### src/rtl/mpt_pkg.sv
`timescale 1ns / 1ps
// ---------------------------------------------------------------------------
// Matrix point transform package
// Shared word type, mode and status codes and datapath widths.
// ---------------------------------------------------------------------------
package mpt_pkg;

    typedef logic signed [31:0] t_word;

    localparam int MPT_FRAC_BITS = 16;
    // Accumulator width: three 32x33 products summed, plus headroom.
    localparam int ACC_W = 68;
    localparam int Q_W = 32;

    localparam logic [2:0] MODE_LOAD       = 3'd0;
    localparam logic [2:0] MODE_AFFINE     = 3'd1;
    localparam logic [2:0] MODE_INV_AFFINE = 3'd2;
    localparam logic [2:0] MODE_ROTATE     = 3'd3;
    localparam logic [2:0] MODE_INV_ROTATE = 3'd4;
    localparam logic [2:0] MODE_PROJ       = 3'd5;
    localparam logic [2:0] MODE_POST_TRANS = 3'd6;

    localparam logic [1:0] ST_OK   = 2'd0;
    localparam logic [1:0] ST_SAT  = 2'd1;
    localparam logic [1:0] ST_DIV0 = 2'd2;

    localparam logic [Q_W-1:0] Q_MAX = 32'h7FFF_FFFF;
    localparam logic [Q_W-1:0] Q_MIN = 32'h8000_0000;

endpackage

### src/rtl/mpt_lane.sv
`timescale 1ns / 1ps
// ---------------------------------------------------------------------------
// Dot product lane
// Three multiply-accumulate steps through one multiplier, then one
// round-half-up to the output fraction width and the added offset.
// ---------------------------------------------------------------------------
module mpt_lane
    import mpt_pkg::*;
#(
    parameter int FRAC_BITS = MPT_FRAC_BITS
) (
    input  logic                               i_clk,
    input  logic                               i_rst_n,
    input  logic                               i_start,
    input  t_word                              i_a [3],
    input  logic signed [32:0]                 i_t [3],
    input  t_word                              i_add,
    output logic                               o_done,
    output logic signed [ACC_W-FRAC_BITS:0]    o_dot
);

    localparam int DOT_W = ACC_W - FRAC_BITS + 1;

    t_word                     r_a [3];
    logic signed [32:0]        r_t [3];
    t_word                     r_add;
    logic signed [64:0]        r_prod;
    logic                      r_pv;
    logic signed [ACC_W-1:0]   r_acc;
    logic [2:0]                r_cnt;
    logic                      r_busy;
    logic                      r_done;
    logic signed [DOT_W-1:0]   r_dot;
    logic [ACC_W-1:0]          w_rnd;
    logic signed [DOT_W-1:0]   w_dot;

    assign w_rnd = r_acc + {{(ACC_W-FRAC_BITS){1'b0}}, 1'b1, {(FRAC_BITS-1){1'b0}}};
    assign w_dot = DOT_W'(signed'(w_rnd[ACC_W-1:FRAC_BITS])) + DOT_W'(r_add);

    always_ff @(posedge i_clk) begin
        if (!i_rst_n) begin
            r_busy <= 1'b0;
            r_done <= 1'b0;
            r_pv   <= 1'b0;
            r_cnt  <= '0;
        end else begin
            r_done <= 1'b0;
            if (i_start) begin
                r_busy <= 1'b1;
                r_cnt  <= '0;
                r_pv   <= 1'b0;
                r_acc  <= '0;
                r_a    <= i_a;
                r_t    <= i_t;
                r_add  <= i_add;
            end else if (r_busy) begin
                r_cnt <= r_cnt + 3'd1;
                if (r_cnt < 3'd3) begin
                    r_prod <= r_a[0] * r_t[0];
                    r_a[0] <= r_a[1];
                    r_a[1] <= r_a[2];
                    r_t[0] <= r_t[1];
                    r_t[1] <= r_t[2];
                    r_pv   <= 1'b1;
                end else begin
                    r_pv <= 1'b0;
                end
                if (r_pv) begin
                    r_acc <= r_acc + ACC_W'(r_prod);
                end
                if (r_cnt == 3'd4) begin
                    r_busy <= 1'b0;
                    r_done <= 1'b1;
                    r_dot  <= w_dot;
                end
            end
        end
    end

    assign o_done = r_done;
    assign o_dot  = r_dot;

endmodule

### config.mk
export PLATFORM = sky130hd
export DESIGN_NAME = mpt_lane
export DESIGN_NICKNAME = d
export VERILOG_FILES = /design/src/rtl/mpt_pkg.sv /design/src/rtl/mpt_lane.sv
export SDC_FILE = /design/constraint.sdc
export NUM_CORES = 2
export LEC_CHECK = 0
export BUFFER_PORTS_ARGS = -buffer_cell sky130_fd_sc_hd__buf_4
export CORE_MARGIN = 1.5
export CORE_UTILIZATION = 65
export CTS_CLUSTER_SIZE = 10
export DETAILED_ROUTE_END_ITERATION = 12
export PLACE_DENSITY = 0.81
export SYNTH_ARGS = -nofsm -noshare
export SYNTH_HDL_FRONTEND = slang
export SYNTH_SLANG_ARGS = --single-unit
### constraint.sdc
create_clock -name i_clk -period 20.7 [get_ports i_clk]
set_input_delay 4.14 -clock i_clk [delete_from_list [all_inputs] [get_ports i_clk]]
set_output_delay 4.14 -clock i_clk [all_outputs]
set_load 0.01 [all_outputs]
==> impl_metrics.tcl <==
set metrics [dict create \
    cts_buffer_depth 3 \
    cts_hold_buf 0 \
    synth_warnings 0 \
    grt_pass1_vias 45200 \
    max_slew_margin_pct 12.1 \
    tightest_slew_ns 1.32 \
    cp.required_ns 21.06 \
    clkTransAtPathRegs_ns 0.05 \
    cap_violations 0 \
    min_from "r_pv$_SDFFE_PN0P_" \
    dp.cells 7093 \
    setup_viol 0 \
    grt.total_usage_pct 32.7 \
    synth_nets 7479 \
    end_kind "flip-flop" \
    postRouteAntennaNets 0 \
    port_buffers 283 \
    critPathMostFrequentCell "fa_1" \
    htreeDepth 2 \
    postCtsSetupBuffers 0 \
    outcome "finished clean" \
    ys_ff_latch 419 \
    synth_edf_count 413 \
    dp_hpwl_um 114000 \
    netlist_area_um2 59400 \
    drtIter0Drc 3765 \
    drive_gt1_share_pct 9.72 \
    syn_area_per_cell_um2 10.2 \
    r2r_start "r_a[69]$_DFFE_PP_" \
    yosys.area.top_type "fa_1" \
    period_share_pct 44.6 \
    ys_types 78 \
    diodes 0 \
    ios 284 \
    die_x_um 305 \
    async_flop_share_pct 0 \
    drtPass1Iterations 6 \
    synthesis.instances 5827 \
    cts_num_sinks 419 \
    antenna_found_initial 1 \
    start_kind "flip-flop" \
    syn_to_final_growth_pct 7.70 \
    ff2ff_path_depth 25 \
    synth-main-ff-cell "edfxtp_1" \
    cts_resized 0 \
    r2r_slack_ns 11.46 \
    die_y_um 305 \
    drc 0 \
    rows 110 \
    crit_type "flip-flop to flip-flop" \
    routabilityCongestion 0.957 \
    synthTopCellsByArea "fa_1 38%, edfxtp_1 21%, inv_1 6.7%, ha_1 6.5%, and2_1 5.6%" \
    grt_max_degree 88 \
    start_util_pct 65.8 \
    min_path_cells 2 \
    drt-wirelength-per-cell_um 20.7 \
    whs_endpoint "r_pv$_SDFFE_PN0P_" \
    nets 7622 \
    synth_top_area_share_pct 37.5 \
    seq_area_frac_synth_pct 21.1 \
    fin_tns_setup_ns 0 \
    fmaxAchievable_mhz 108 \
    clk_latency_ns 0.63 \
    min_path_type "flip-flop to flip-flop" \
    fin_worst_skew_ns 0.0328 \
    timing.rr.end "r_prod[60]$_DFFE_PP_" \
    cts_buffers 51 \
    routed_wl_um 148000 \
    gr-total-overflow 0 \
    min_period_ns 9.24 \
    arrival_ns 9.60 \
    cp_slowest_stage_delay_ns 1.20 \
    rsz0062_at_grt "false" \
    design.die.area_um2 93200 \
    path_max_fanout 33 \
    layout.cells.non_filler 7162 \
    coreArea_um2 90300 \
    cts_tree "built" \
    hold_viol_final 0 \
    grt_pass1_wl_um 238000 \
    via_per_inst 5.86 \
    vias 42000 \
    maxSlewViolCount 0 \
    cts-root-buf "clkbuf_16" \
    cp_slowest_cell "edfxtp_1" \
]
[worst max-delay path, delay by kind of cell, from the launching register on]
family	cells	cell delay (ns)
AOI/OAI and AO/OA	4	0.71
xor gates and xnor gates	1	0.08
adders and majority gates	9	4.77
buffers and inverters	7	1.05
DFF	1	1.20
and+or+nand+nor	4	1.18
[sequential cells by signal, summed over array words and instances (netlist names)]
signal	cells
r_t	99
r_cnt	3
r_add	32
o_done	1
r_acc	68
r_busy	1
r_prod	65
o_dot	53
r_a	96
r_pv	1
[worst max path at each step]
stage                            startpoint  slack [ns]                   end  cells past startpoint
after floorplan                     i_start        9.27     r_a[32]$_DFFE_PP_                      5
after global placement    r_a[69]$_DFFE_PP_       11.81  r_prod[60]$_DFFE_PP_                     25
after global routing      r_a[69]$_DFFE_PP_       11.05  r_prod[60]$_DFFE_PP_                     25
after detailed placement  r_a[69]$_DFFE_PP_       11.61  r_prod[60]$_DFFE_PP_                     25
final                     r_a[69]$_DFFE_PP_       11.46  r_prod[60]$_DFFE_PP_                     25
after CTS                 r_a[69]$_DFFE_PP_       11.61  r_prod[60]$_DFFE_PP_                     25
[cells by family after synthesis]
logic type | after synthesis | synth area share, %
and+or+nand+nor | 1702 | 14.2
adders and majority gates | 1422 | 44.0
muxes | 140 | 2.64
buffers and inverters | 1326 | 8.38
DFF | 419 | 21.1
AOI/OAI and AO/OA | 609 | 6.64
xor gates and xnor gates | 209 | 3.08
[final cells by class]
class,count,area (um2)
Multi-Input combinational cell,4082,42000
Clock inverter,7,47.5
Inverter,1064,3990
Clock buffer,62,1360
Sequential cell,419,12500
Timing Repair Buffer,352,2650
Tap cell,1176,1470
Fill cell,6518,26300
[cells in the mapped netlist (all sizes together), types with 6 or more instances]
cell type	number
nor4	7
a41oi	7
a211o	7
inv	1064
or3	13
nand2	676
a21oi	211
o21bai	25
a31oi	15
o2111ai	6
xnor2	138
nor2b	26
edfxtp	413
o211ai	25
mux2	136
dfxtp	6
or4	6
a31o	6
nand4	39
nor3	49
a2111oi	9
nand3	62
xor2	71
nand2b	35
and3	29
o31ai	8
o21a	15
ha	308
and4	8
a21o	89
nor3b	8
buf	6
clkbuf	256
nor2	197
fa	1114
a211oi	24
a221oi	7
and2	532
o21ai	112
[through the flow]
| step | instance area [um2] | setup WS [ns] | hold slack, ns | utilization, % |
|---|---|---|---|---|
| 2_1_floorplan | 59400 | 9.27 | 0.450 | - |
| 3_3_place_gp | 62600 | 11.81 | 0.459 | 69.3 |
| 3_5_place_dp | 62600 | 11.61 | 0.470 | 69.3 |
| 4_1_cts | 64000 | 11.61 | 0.478 | 70.9 |
| 5_1_grt | 64000 | 11.05 | 0.506 | 70.9 |
| 6_report | 64000 | 11.46 | 0.481 | 70.9 |
[layout by cell type, fill, tap and decap left out, drive strengths merged, types with 7 or more instances in the layout]
| cell | instances |
|---|---|
| a2111oi | 9 |
| a211o | 7 |
| a211oi | 24 |
| a21o | 89 |
| a21oi | 211 |
| a221oi | 7 |
| a31oi | 15 |
| a41oi | 7 |
| and2 | 532 |
| and3 | 29 |
| and4 | 8 |
| buf | 351 |
| clkbuf | 63 |
| edfxtp | 413 |
| fa | 1114 |
| ha | 308 |
| inv | 1065 |
| mux2 | 136 |
| nand2 | 676 |
| nand2b | 35 |
| nand3 | 62 |
| nand4 | 39 |
| nor2 | 197 |
| nor2b | 26 |
| nor3 | 49 |
| nor3b | 8 |
| nor4 | 7 |
| o211ai | 25 |
| o21a | 15 |
| o21ai | 112 |
| o21bai | 25 |
| o31ai | 8 |
| or3 | 13 |
| xnor2 | 138 |
| xor2 | 71 |
[metal layers]
metal,vias up,wire length (um),track usage (%)
met5,-,0,0
met4,0,4120,9.66
li1,18600,-,-
met2,2227,66800,51.4
met3,302,18300,10.6
met1,20900,59200,43.8
Power is left out: the tool's default activity adds up to more than one toggle a clock period on the data nets, which glitch-free logic cannot reach.
