[config.mk]
export PLATFORM = sky130hd
export DESIGN_NAME = mpt_div
export DESIGN_NICKNAME = d
export VERILOG_FILES = /design/src/rtl/mpt_pkg.sv /design/src/rtl/mpt_div.sv
export SDC_FILE = /design/constraint.sdc
export NUM_CORES = 1
export LEC_CHECK = 0
export ABC_CLOCK_PERIOD_IN_PS = 14680
export BUFFER_PORTS_ARGS = -buffer_cell sky130_fd_sc_hd__buf_2
export CAP_MARGIN = 10
export CORE_MARGIN = 4
export CORE_UTILIZATION = 64
export DETAILED_ROUTE_END_ITERATION = 8
export PLACE_DENSITY = 0.85
export SLEW_MARGIN = 20
export SYNTH_ARGS = -nofsm -noshare
export SYNTH_HDL_FRONTEND = slang
export SYNTH_SLANG_ARGS = --single-unit
[constraint.sdc]
create_clock -name i_clk -period 14.68 [get_ports i_clk]
set_input_delay 0.734 -clock i_clk [delete_from_list [all_inputs] [get_ports i_clk]]
set_output_delay 0.734 -clock i_clk [all_outputs]
set_load 0.005 [all_outputs]
[src/rtl/mpt_pkg.sv]
`timescale 1ns / 1ps
// ---------------------------------------------------------------------------
// Matrix point transform package
// Shared word type, mode and status codes and datapath widths.
// ---------------------------------------------------------------------------
package mpt_pkg;

    typedef logic signed [31:0] t_word;

    localparam int MPT_FRAC_BITS = 16;
    // Accumulator width: three 32x33 products summed, plus headroom.
    localparam int ACC_W = 68;
    localparam int Q_W = 32;

    localparam logic [2:0] MODE_LOAD       = 3'd0;
    localparam logic [2:0] MODE_AFFINE     = 3'd1;
    localparam logic [2:0] MODE_INV_AFFINE = 3'd2;
    localparam logic [2:0] MODE_ROTATE     = 3'd3;
    localparam logic [2:0] MODE_INV_ROTATE = 3'd4;
    localparam logic [2:0] MODE_PROJ       = 3'd5;
    localparam logic [2:0] MODE_POST_TRANS = 3'd6;

    localparam logic [1:0] ST_OK   = 2'd0;
    localparam logic [1:0] ST_SAT  = 2'd1;
    localparam logic [1:0] ST_DIV0 = 2'd2;

    localparam logic [Q_W-1:0] Q_MAX = 32'h7FFF_FFFF;
    localparam logic [Q_W-1:0] Q_MIN = 32'h8000_0000;

endpackage

[src/rtl/mpt_div.sv]
`timescale 1ns / 1ps
// ---------------------------------------------------------------------------
// Projective divider
// Restoring division, one quotient bit per cycle, of num * 2^FRAC_BITS by
// den, truncated toward zero and saturated to 32 bits.
// ---------------------------------------------------------------------------
module mpt_div
    import mpt_pkg::*;
#(
    parameter int FRAC_BITS = MPT_FRAC_BITS
) (
    input  logic                               i_clk,
    input  logic                               i_rst_n,
    input  logic                               i_start,
    input  logic signed [ACC_W-FRAC_BITS:0]    i_num,
    input  logic signed [ACC_W-FRAC_BITS:0]    i_den,
    output logic                               o_done,
    output t_word                              o_q,
    output logic                               o_sat
);

    localparam int DOT_W = ACC_W - FRAC_BITS + 1;
    localparam int NW    = DOT_W + FRAC_BITS;
    localparam int RW    = DOT_W + 1;

    logic [DOT_W-1:0]  w_un;
    logic [DOT_W-1:0]  w_ud;
    logic [NW-1:0]     w_n;
    logic [NW-1:0]     w_rn;
    logic [RW-1:0]     w_hi;
    logic [RW-1:0]     w_rem2;
    logic [DOT_W-1:0]  r_un;
    logic [DOT_W-1:0]  r_ud;
    logic [RW-1:0]     r_rem;
    logic [Q_W-1:0]    r_lo;
    logic [Q_W-1:0]    r_q;
    logic              r_neg;
    logic              r_ovf;
    logic [5:0]        r_cnt;
    logic              r_busy;
    logic              r_done;

    assign w_un   = i_num[DOT_W-1] ? DOT_W'(~i_num + 1'b1) : DOT_W'(i_num);
    assign w_ud   = i_den[DOT_W-1] ? DOT_W'(~i_den + 1'b1) : DOT_W'(i_den);
    assign w_n    = {w_un, {FRAC_BITS{1'b0}}};
    assign w_rn   = {r_un, {FRAC_BITS{1'b0}}};
    assign w_hi   = RW'(w_rn[NW-1:Q_W]);
    assign w_rem2 = {r_rem[RW-2:0], r_lo[Q_W-1]};

    always_ff @(posedge i_clk) begin
        if (!i_rst_n) begin
            r_busy <= 1'b0;
            r_done <= 1'b0;
            r_cnt  <= '0;
        end else begin
            r_done <= 1'b0;
            if (i_start) begin
                r_busy <= 1'b1;
                r_cnt  <= 6'd33;
                r_un   <= w_un;
                r_ud   <= w_ud;
                r_lo   <= w_n[Q_W-1:0];
                r_neg  <= i_num[DOT_W-1] ^ i_den[DOT_W-1];
                r_ovf  <= 1'b0;
                r_q    <= '0;
            end else if (r_busy) begin
                if (r_cnt == 6'd33) begin
                    // Quotient of 2^32 or more cannot be represented.
                    if (w_hi >= RW'(r_ud)) begin
                        r_ovf  <= 1'b1;
                        r_busy <= 1'b0;
                        r_done <= 1'b1;
                    end else begin
                        r_rem <= w_hi;
                        r_cnt <= 6'd32;
                    end
                end else begin
                    r_lo  <= {r_lo[Q_W-2:0], 1'b0};
                    r_cnt <= r_cnt - 6'd1;
                    if (w_rem2 >= RW'(r_ud)) begin
                        r_rem <= w_rem2 - RW'(r_ud);
                        r_q   <= {r_q[Q_W-2:0], 1'b1};
                    end else begin
                        r_rem <= w_rem2;
                        r_q   <= {r_q[Q_W-2:0], 1'b0};
                    end
                    if (r_cnt == 6'd1) begin
                        r_busy <= 1'b0;
                        r_done <= 1'b1;
                    end
                end
            end
        end
    end

    assign o_sat  = r_ovf || (!r_neg && r_q[Q_W-1]) || (r_neg && (r_q > Q_MIN));
    assign o_q    = o_sat ? (r_neg ? Q_MIN : Q_MAX) : (r_neg ? (~r_q + 1'b1) : r_q);
    assign o_done = r_done;

endmodule

==> results of run 1 <==
[per-stage QoR]
stage	std cells	setup WS, ns	area (um^2)	power, mW
finish	2020	9.645	16320	1.708
global route	2019	9.263	16320	1.791
CTS	2017	9.683	16320	1.702
detailed placement	1976	10.08	15590	1.149
global placement	1976	10.19	15590	1.131
floorplan	1606	9.810	14680	1.025
[area by class of cell]
class / instances / share of cell area
timing repair buffer: 152 / 0.04813
clock inverter: 13 / 0.006208
clock buffer: 28 / 0.03825
sequential: 201 / 0.3648
antenna: 3 / 0.0004599
tap: 285 / 0.02184
inverter: 97 / 0.02238
multi-input combinational: 1241 / 0.4979
[registers in the layout, summed over array words and instances (netlist names)]
name,flops
r_rem,53
r_ud,53
r_un,37
r_q,32
r_lo,16
r_cnt,6
o_done,1
r_busy,1
r_neg,1
r_ovf,1
[placed cells by master (no fill, tap or decap), types with 15 or more instances in the layout]
cell type / count
edfxtp_1: 193
a21oi_1: 177
nor2_1: 155
buf_2: 142
nand2_1: 128
o21ai_0: 125
xnor2_1: 117
inv_1: 96
ha_1: 95
a21o_1: 38
or3_1: 32
xor2_1: 32
nor2b_1: 29
o31ai_1: 28
nand4_1: 25
nor3_1: 24
mux2i_1: 24
clkbuf_16: 23
nand3_1: 20
nand2b_1: 15
o41ai_1: 15
[final timing paths]
path	depth (start not counted)	start	to	slack [ns]
min reg2reg	1	r_cnt[0]	r_cnt[0]	0.54
max reg2reg	13	r_ud[0]	r_rem[6]	10.19
min	1	i_den[0]	r_ud[0]	0.51
max	14	r_q[0]	o_q[9]	9.65
[routing by layer]
| layer | up-vias | global-route usage | share of wire |
|---|---|---|---|
| met5 | - | 0 | 0.0012 |
| li1 | 6111 | - | - |
| met2 | 620 | 0.4798 | 0.47 |
| met3 | 100 | 0.04556 | 0.085 |
| met1 | 6070 | 0.3950 | 0.41 |
| met4 | 8 | 0.08836 | 0.027 |
[cells by family after synthesis]
family | Yosys count
mux | 25
buf+inv | 164
compound gates | 472
flops | 201
simple gates | 499
xor+xnor | 149
fa+ha+maj | 96
[report_power, final]
group          total, mW  switching [mW]  internal [mW]
combinational      0.431           0.259          0.172
clock              0.557           0.236          0.321
sequential         0.720          0.0272          0.692
[critical path: cells and delay by family (launching register included)]
family	cells	cell delay, ns
buffers and inverters	4	0.84
adders and majority gates	1	0.23
AOI/OAI and AO/OA	3	0.56
DFF	1	0.42
and+or+nand+nor	6	1.75
==> run metrics, run 1 <==
H-Tree Depth=1; post-synthesis cell type count=67; Die Footprint=25420 um^2; RSZ-0062 raised after global routing=false; Synth Register Bits=201; Routability Congestion=0.9637; worst path required time=13.95 ns; top_reg_cell synth=edfxtp_1; CP peak stage delay=0.63 ns; Std-Cell Rows=55; mux contribution to synthesized area=0.01714; count leader, synth=edfxtp_1; post-DP HPWL=28060 um; final worst path period need=5.035 ns; Detailed Route WL=38110 um; initial antenna violation count=5; simple-gate portion of the synthesized area=0.1690; main combinational cell family by area after synthesis=compound AO/OA/AOI/OAI gates; VDD IR-drop max=85.81 uV; multi-input logic area=8128 um^2; Setup TNS Final=0 ns; critical path class=register to output pin; Die Wd=159.4 um; routed len/inst=18.87 um; total vias in the final route=12910; clock skew=0.01087 ns; Filler Cell Count=1643; Setup Viol. Count Final=0; status=complete, no violations; Initial Util=0.6502; CP startpoint kind=register; I/O pins=143; CTS tree=done; Worst slew margin=0.3627; final core occ=0.7232; worst-margin pin slew=0.9560 ns; largest area contributor in the netlist=edfxtp_1; DRC viols=0; # Max-Cap Violations=0; synthesis-to-finish area growth=11.23%; first-pass GRT wire length=61710 um; Core ar.=22570 um^2; period utilization=0.3430; worst endpoint data arrival time=4.30 ns; PwrDens=104.6 nW/um^2; CTS max path bufs=3; Synth warnings=0; initial DRC count=1175; Synth Cell Area=14680 um^2; Async SR Flop Fraction=0; vias in the first global route=12380; Avg Inst Size Synth=9.139 um^2; number of detailed-route iterations in the first pass=7; Sink Count=201; register area share after synthesis=0.4058; Hold Slack=0.5051 ns; synth top area cells=edfxtp_1 (39%), ha_1 (8.1%), xnor2_1 (7.0%); cts hold-fix bufs=0; top-area cell type share of the netlist area=0.3949; GRT overflow=0; Vias/cell=6.391; post-detailed-route count of antenna-violating nets=0; clk root buf=clkbuf_16; All-Layer GR Usage=0.2893; fin nets=1921; clk slew on worst S/H paths=0.06 ns; CTS Buf Count=23; Clk Latency, worst-skew pair=0.51 ns; Slowest-stage cell, CP=nor4_1; post-synthesis compound-gate area fraction=0.1949; worst min-delay path class=input pin to register; endpoint class of the critical path=output pin; share of post-route cells with drive strength above 1=0.1311; Final Slew Violations=0; total area of sequential cells=5956 um^2; Post CTS Setup Buffer Count=0; IO Port Bufs=142; post-synthesis net count=1811; Post-Synth XOR/XNOR Area=0.08892; adder-cell share of the synthesized area=0.08235; crit-path cells=inv_1 -> ha_1 -> nand2_1 -> or3_1 -> nor4_1 -> nand2b_1 -> nor3_1 -> nand2_1 -> a21oi_1 -> buf_4 -> inv_1 -> a21o_1 -> a21oi_1 -> buf_2; number of flops mapped to enable cells by yosys=193; pin count of the biggest net entering global routing=70; DIE HEIGHT=159.4 um; post-CTS sizing=0; crit path max fanout=22; fmax=198.6 MHz; Synth top cells by count=edfxtp_1 (193), a21oi_1 (177), nor2_1 (155); leak pwr=6.491 nW; Hold Vio Cnt, Final=0; post-synthesis cell count=1606
(Power assumes the default switching activity.)
==> run 2: changes to the inputs <==
ABC_CLOCK_PERIOD_IN_PS = 5100   (was 14680)
CORE_UTILIZATION = 61   (was 64)
PLACE_DENSITY = 0.82   (was 0.85)
clock period = 5.1 ns   (was 14.68 ns; I/O delays follow)
==> run 2 against run 1 <==
Setup slack lost 9.2 ns. First-iteration DRC count grew 12%. Count of clock-buffer cells in the layout shrank 2. Sequential share of layout area shrank 0.34 points. Hold slack lost 0.48 ns. Sequential power grew to 2.9 times the previous value. Final area grew 0.94%. Die area grew 4.7%. Utilization shrank 2.3 points.
==> run metrics, run 2 (synthesized netlist as in run 1, its figures left out) <==
VDD IR-drop max=272.5 uV (+220%); Final Slew Violations=0 (unchanged); worst path required time=4.85 ns (-9.10 ns); Clk Latency, worst-skew pair=0.53 ns (+0.02 ns); CP Capture Point=o_q[8]; Setup TNS Final=0 ns (unchanged); worst endpoint data arrival time=4.41 ns (+0.11 ns); Std-Cell Rows=56 (+1.8%); IO Port Bufs=142 (unchanged); clk root buf=clkbuf_16; Die Footprint=26600 um^2 (+4.7%); Buf/Inv on CP=4 (unchanged); synthesis-to-finish area growth=12.27%; GRT met1 Usage=0.3821 (-0.01287); Final WS setup=0.4365 ns (-9.209 ns); largest registers=r_rem x53, r_ud x53, r_un x37; Top Usage Layer GRT=met2; Setup Viol. Count Final=0 (unchanged); crit path max fanout=22 (unchanged); DRC viols=0 (unchanged); Core ar.=23540 um^2 (+4.3%); first-pass GRT wire length=60120 um (-2.6%); fin nets=1924 (+0.16%); RR Endpoint=r_rem[45]; pin count of the biggest net entering global routing=65 (-7.1%); critical path class=register to output pin; CP peak stage delay=0.66 ns (+0.03 ns); CTS tree=done; post-DP HPWL=27680 um (-1.3%); initial antenna violation count=5 (unchanged); H-Tree Depth=1 (unchanged); Slowest-stage cell, CP=nor4_1; initial DRC count=1311 (+12%); worst min-delay path class=input pin to register; All-Layer GR Usage=0.2758 (-0.01353); number of detailed-route iterations in the first pass=6 (-1); clock skew=0.01410 ns (+0.003231 ns); DIE HEIGHT=163.1 um (+2.3%); Worst slew margin=0.3393 (-0.02338); Detailed Route WL=37850 um (-0.69%); Routability Congestion=0.9553 (-0.87%); Sink Count=201 (unchanged); RSZ-0062 raised after global routing=false; Vias/cell=6.175 (-3.4%); # Max-Cap Violations=0 (unchanged); crit-path cells=inv_1 -> ha_1 -> nand2_1 -> or3_1 -> nor4_1 -> nand2b_1 -> nor3_1 -> nand2_1 -> a21oi_1 -> buf_4 -> inv_1 -> a21o_1 -> a21oi_1 -> buf_2; Worst Reg-to-Reg Cells=12 (-1); Levels on crit path=14 (unchanged); endpoint class of the critical path=output pin; most frequent cells in the layout=edfxtp_1 (193), a21oi_1 (177), nor2_1 (155), buf_2 (142), nand2_1 (128); family with the most delay on the worst path=simple AND/OR/NAND/NOR gates; Die Wd=163.1 um (+2.3%); vias in the first global route=11990 (-3.2%); CTS Buf Count=23 (unchanged); worst-margin pin slew=0.9910 ns (+0.03507 ns); total vias in the final route=12710 (-1.6%); commonest non-fill, non-tap cell in the layout=edfxtp_1; final instance area=16480 um^2 (+0.94%); period utilization=0.9144; leak pwr=6.530 nW (+0.59%); CTS max path bufs=3 (unchanged); routed len/inst=18.39 um (-2.5%); Post CTS Setup Buffer Count=0 (unchanged); status=complete, no violations; fmax=214.4 MHz; M2 GR Usage=0.4426 (-0.03715); Non-Filler Instances=2058 (+1.9%); placed cell areas=15650 um^2 (+0.40%); Post-Place Setup Slack=0.9681 ns (-9.114 ns); final worst path period need=4.663 ns; GRT overflow=0 (unchanged); share of post-route cells with drive strength above 1=0.1319 (+0.0008501); post-detailed-route count of antenna-violating nets=0 (unchanged); met3 usage=0.04971 (+0.004149); crit path from=r_q[0]; clk slew on worst S/H paths=0.07 ns (about the same); Hold Vio Cnt, Final=0 (unchanged); PwrDens=306.4 nW/um^2 (+190%); CP startpoint kind=register; Initial Util=0.6234 (-0.02682); flop-to-flop setup slack=0.99 ns (-9.20 ns); Cells after DPL=2011 (+1.8%); final core occ=0.6999 (-0.02334); I/O pins=143 (unchanged); reg-to-reg startpoint=r_ud[0]
## run 2: how the worst min path moves through the flow
stage / startpoint / end / slack [ns] / depth (start not counted)
final: i_num[17] / r_un[17] / 0.03 / 2
after global routing: i_den[47] / r_ud[47] / 0.02 / 2
after CTS: i_den[9] / r_ud[9] / 0.01 / 2
after global placement: i_den[0] / r_ud[0] / 0.49 / 1
after floorplan: i_den[0] / r_ud[0] / 0.35 / 0
after detailed placement: i_den[0] / r_ud[0] / 0.49 / 1
## run 2: stage by stage
step / power (mW) / hold WS [ns]
floorplan: 2.949 / 0.3539
global placement: 3.258 / 0.4938
detailed placement: 3.305 / 0.4948
CTS: 5.041 / 0.01355
global route: 5.293 / 0.02137
finish: 5.049 / 0.02988
## run 2: layout make-up
class                           instances  area, um^2
Multi-Input combinational cell       1241        8128
Fill cell                            1856        7066
Sequential cell                       201        5956
Timing Repair Buffer                  155       825.8
Clock buffer                           26       606.8
Tap cell                              319       399.1
Inverter                               97       365.4
Clock inverter                         16       188.9
Antenna cell                            3       7.507
## run 2: report_power, final
| part | switching (mW) | internal, mW |
|---|---|---|
| registers | 0.0802 | 1.99 |
| clock network | 0.718 | 1.02 |
| logic | 0.735 | 0.500 |
## run 2: routing by layer
layer	vias to the layer above	part of all wire
met5	-	0.0011
met4	6	0.030
met3	85	0.078
met2	508	0.46
met1	5984	0.43
li1	6125	-
## run 2: what timing repair did
item	CTS	global route
hold buffers	2	0
gates resized for setup	0	0
hold endpoints to repair	2	0
endpoints found under the setup margin	0	0
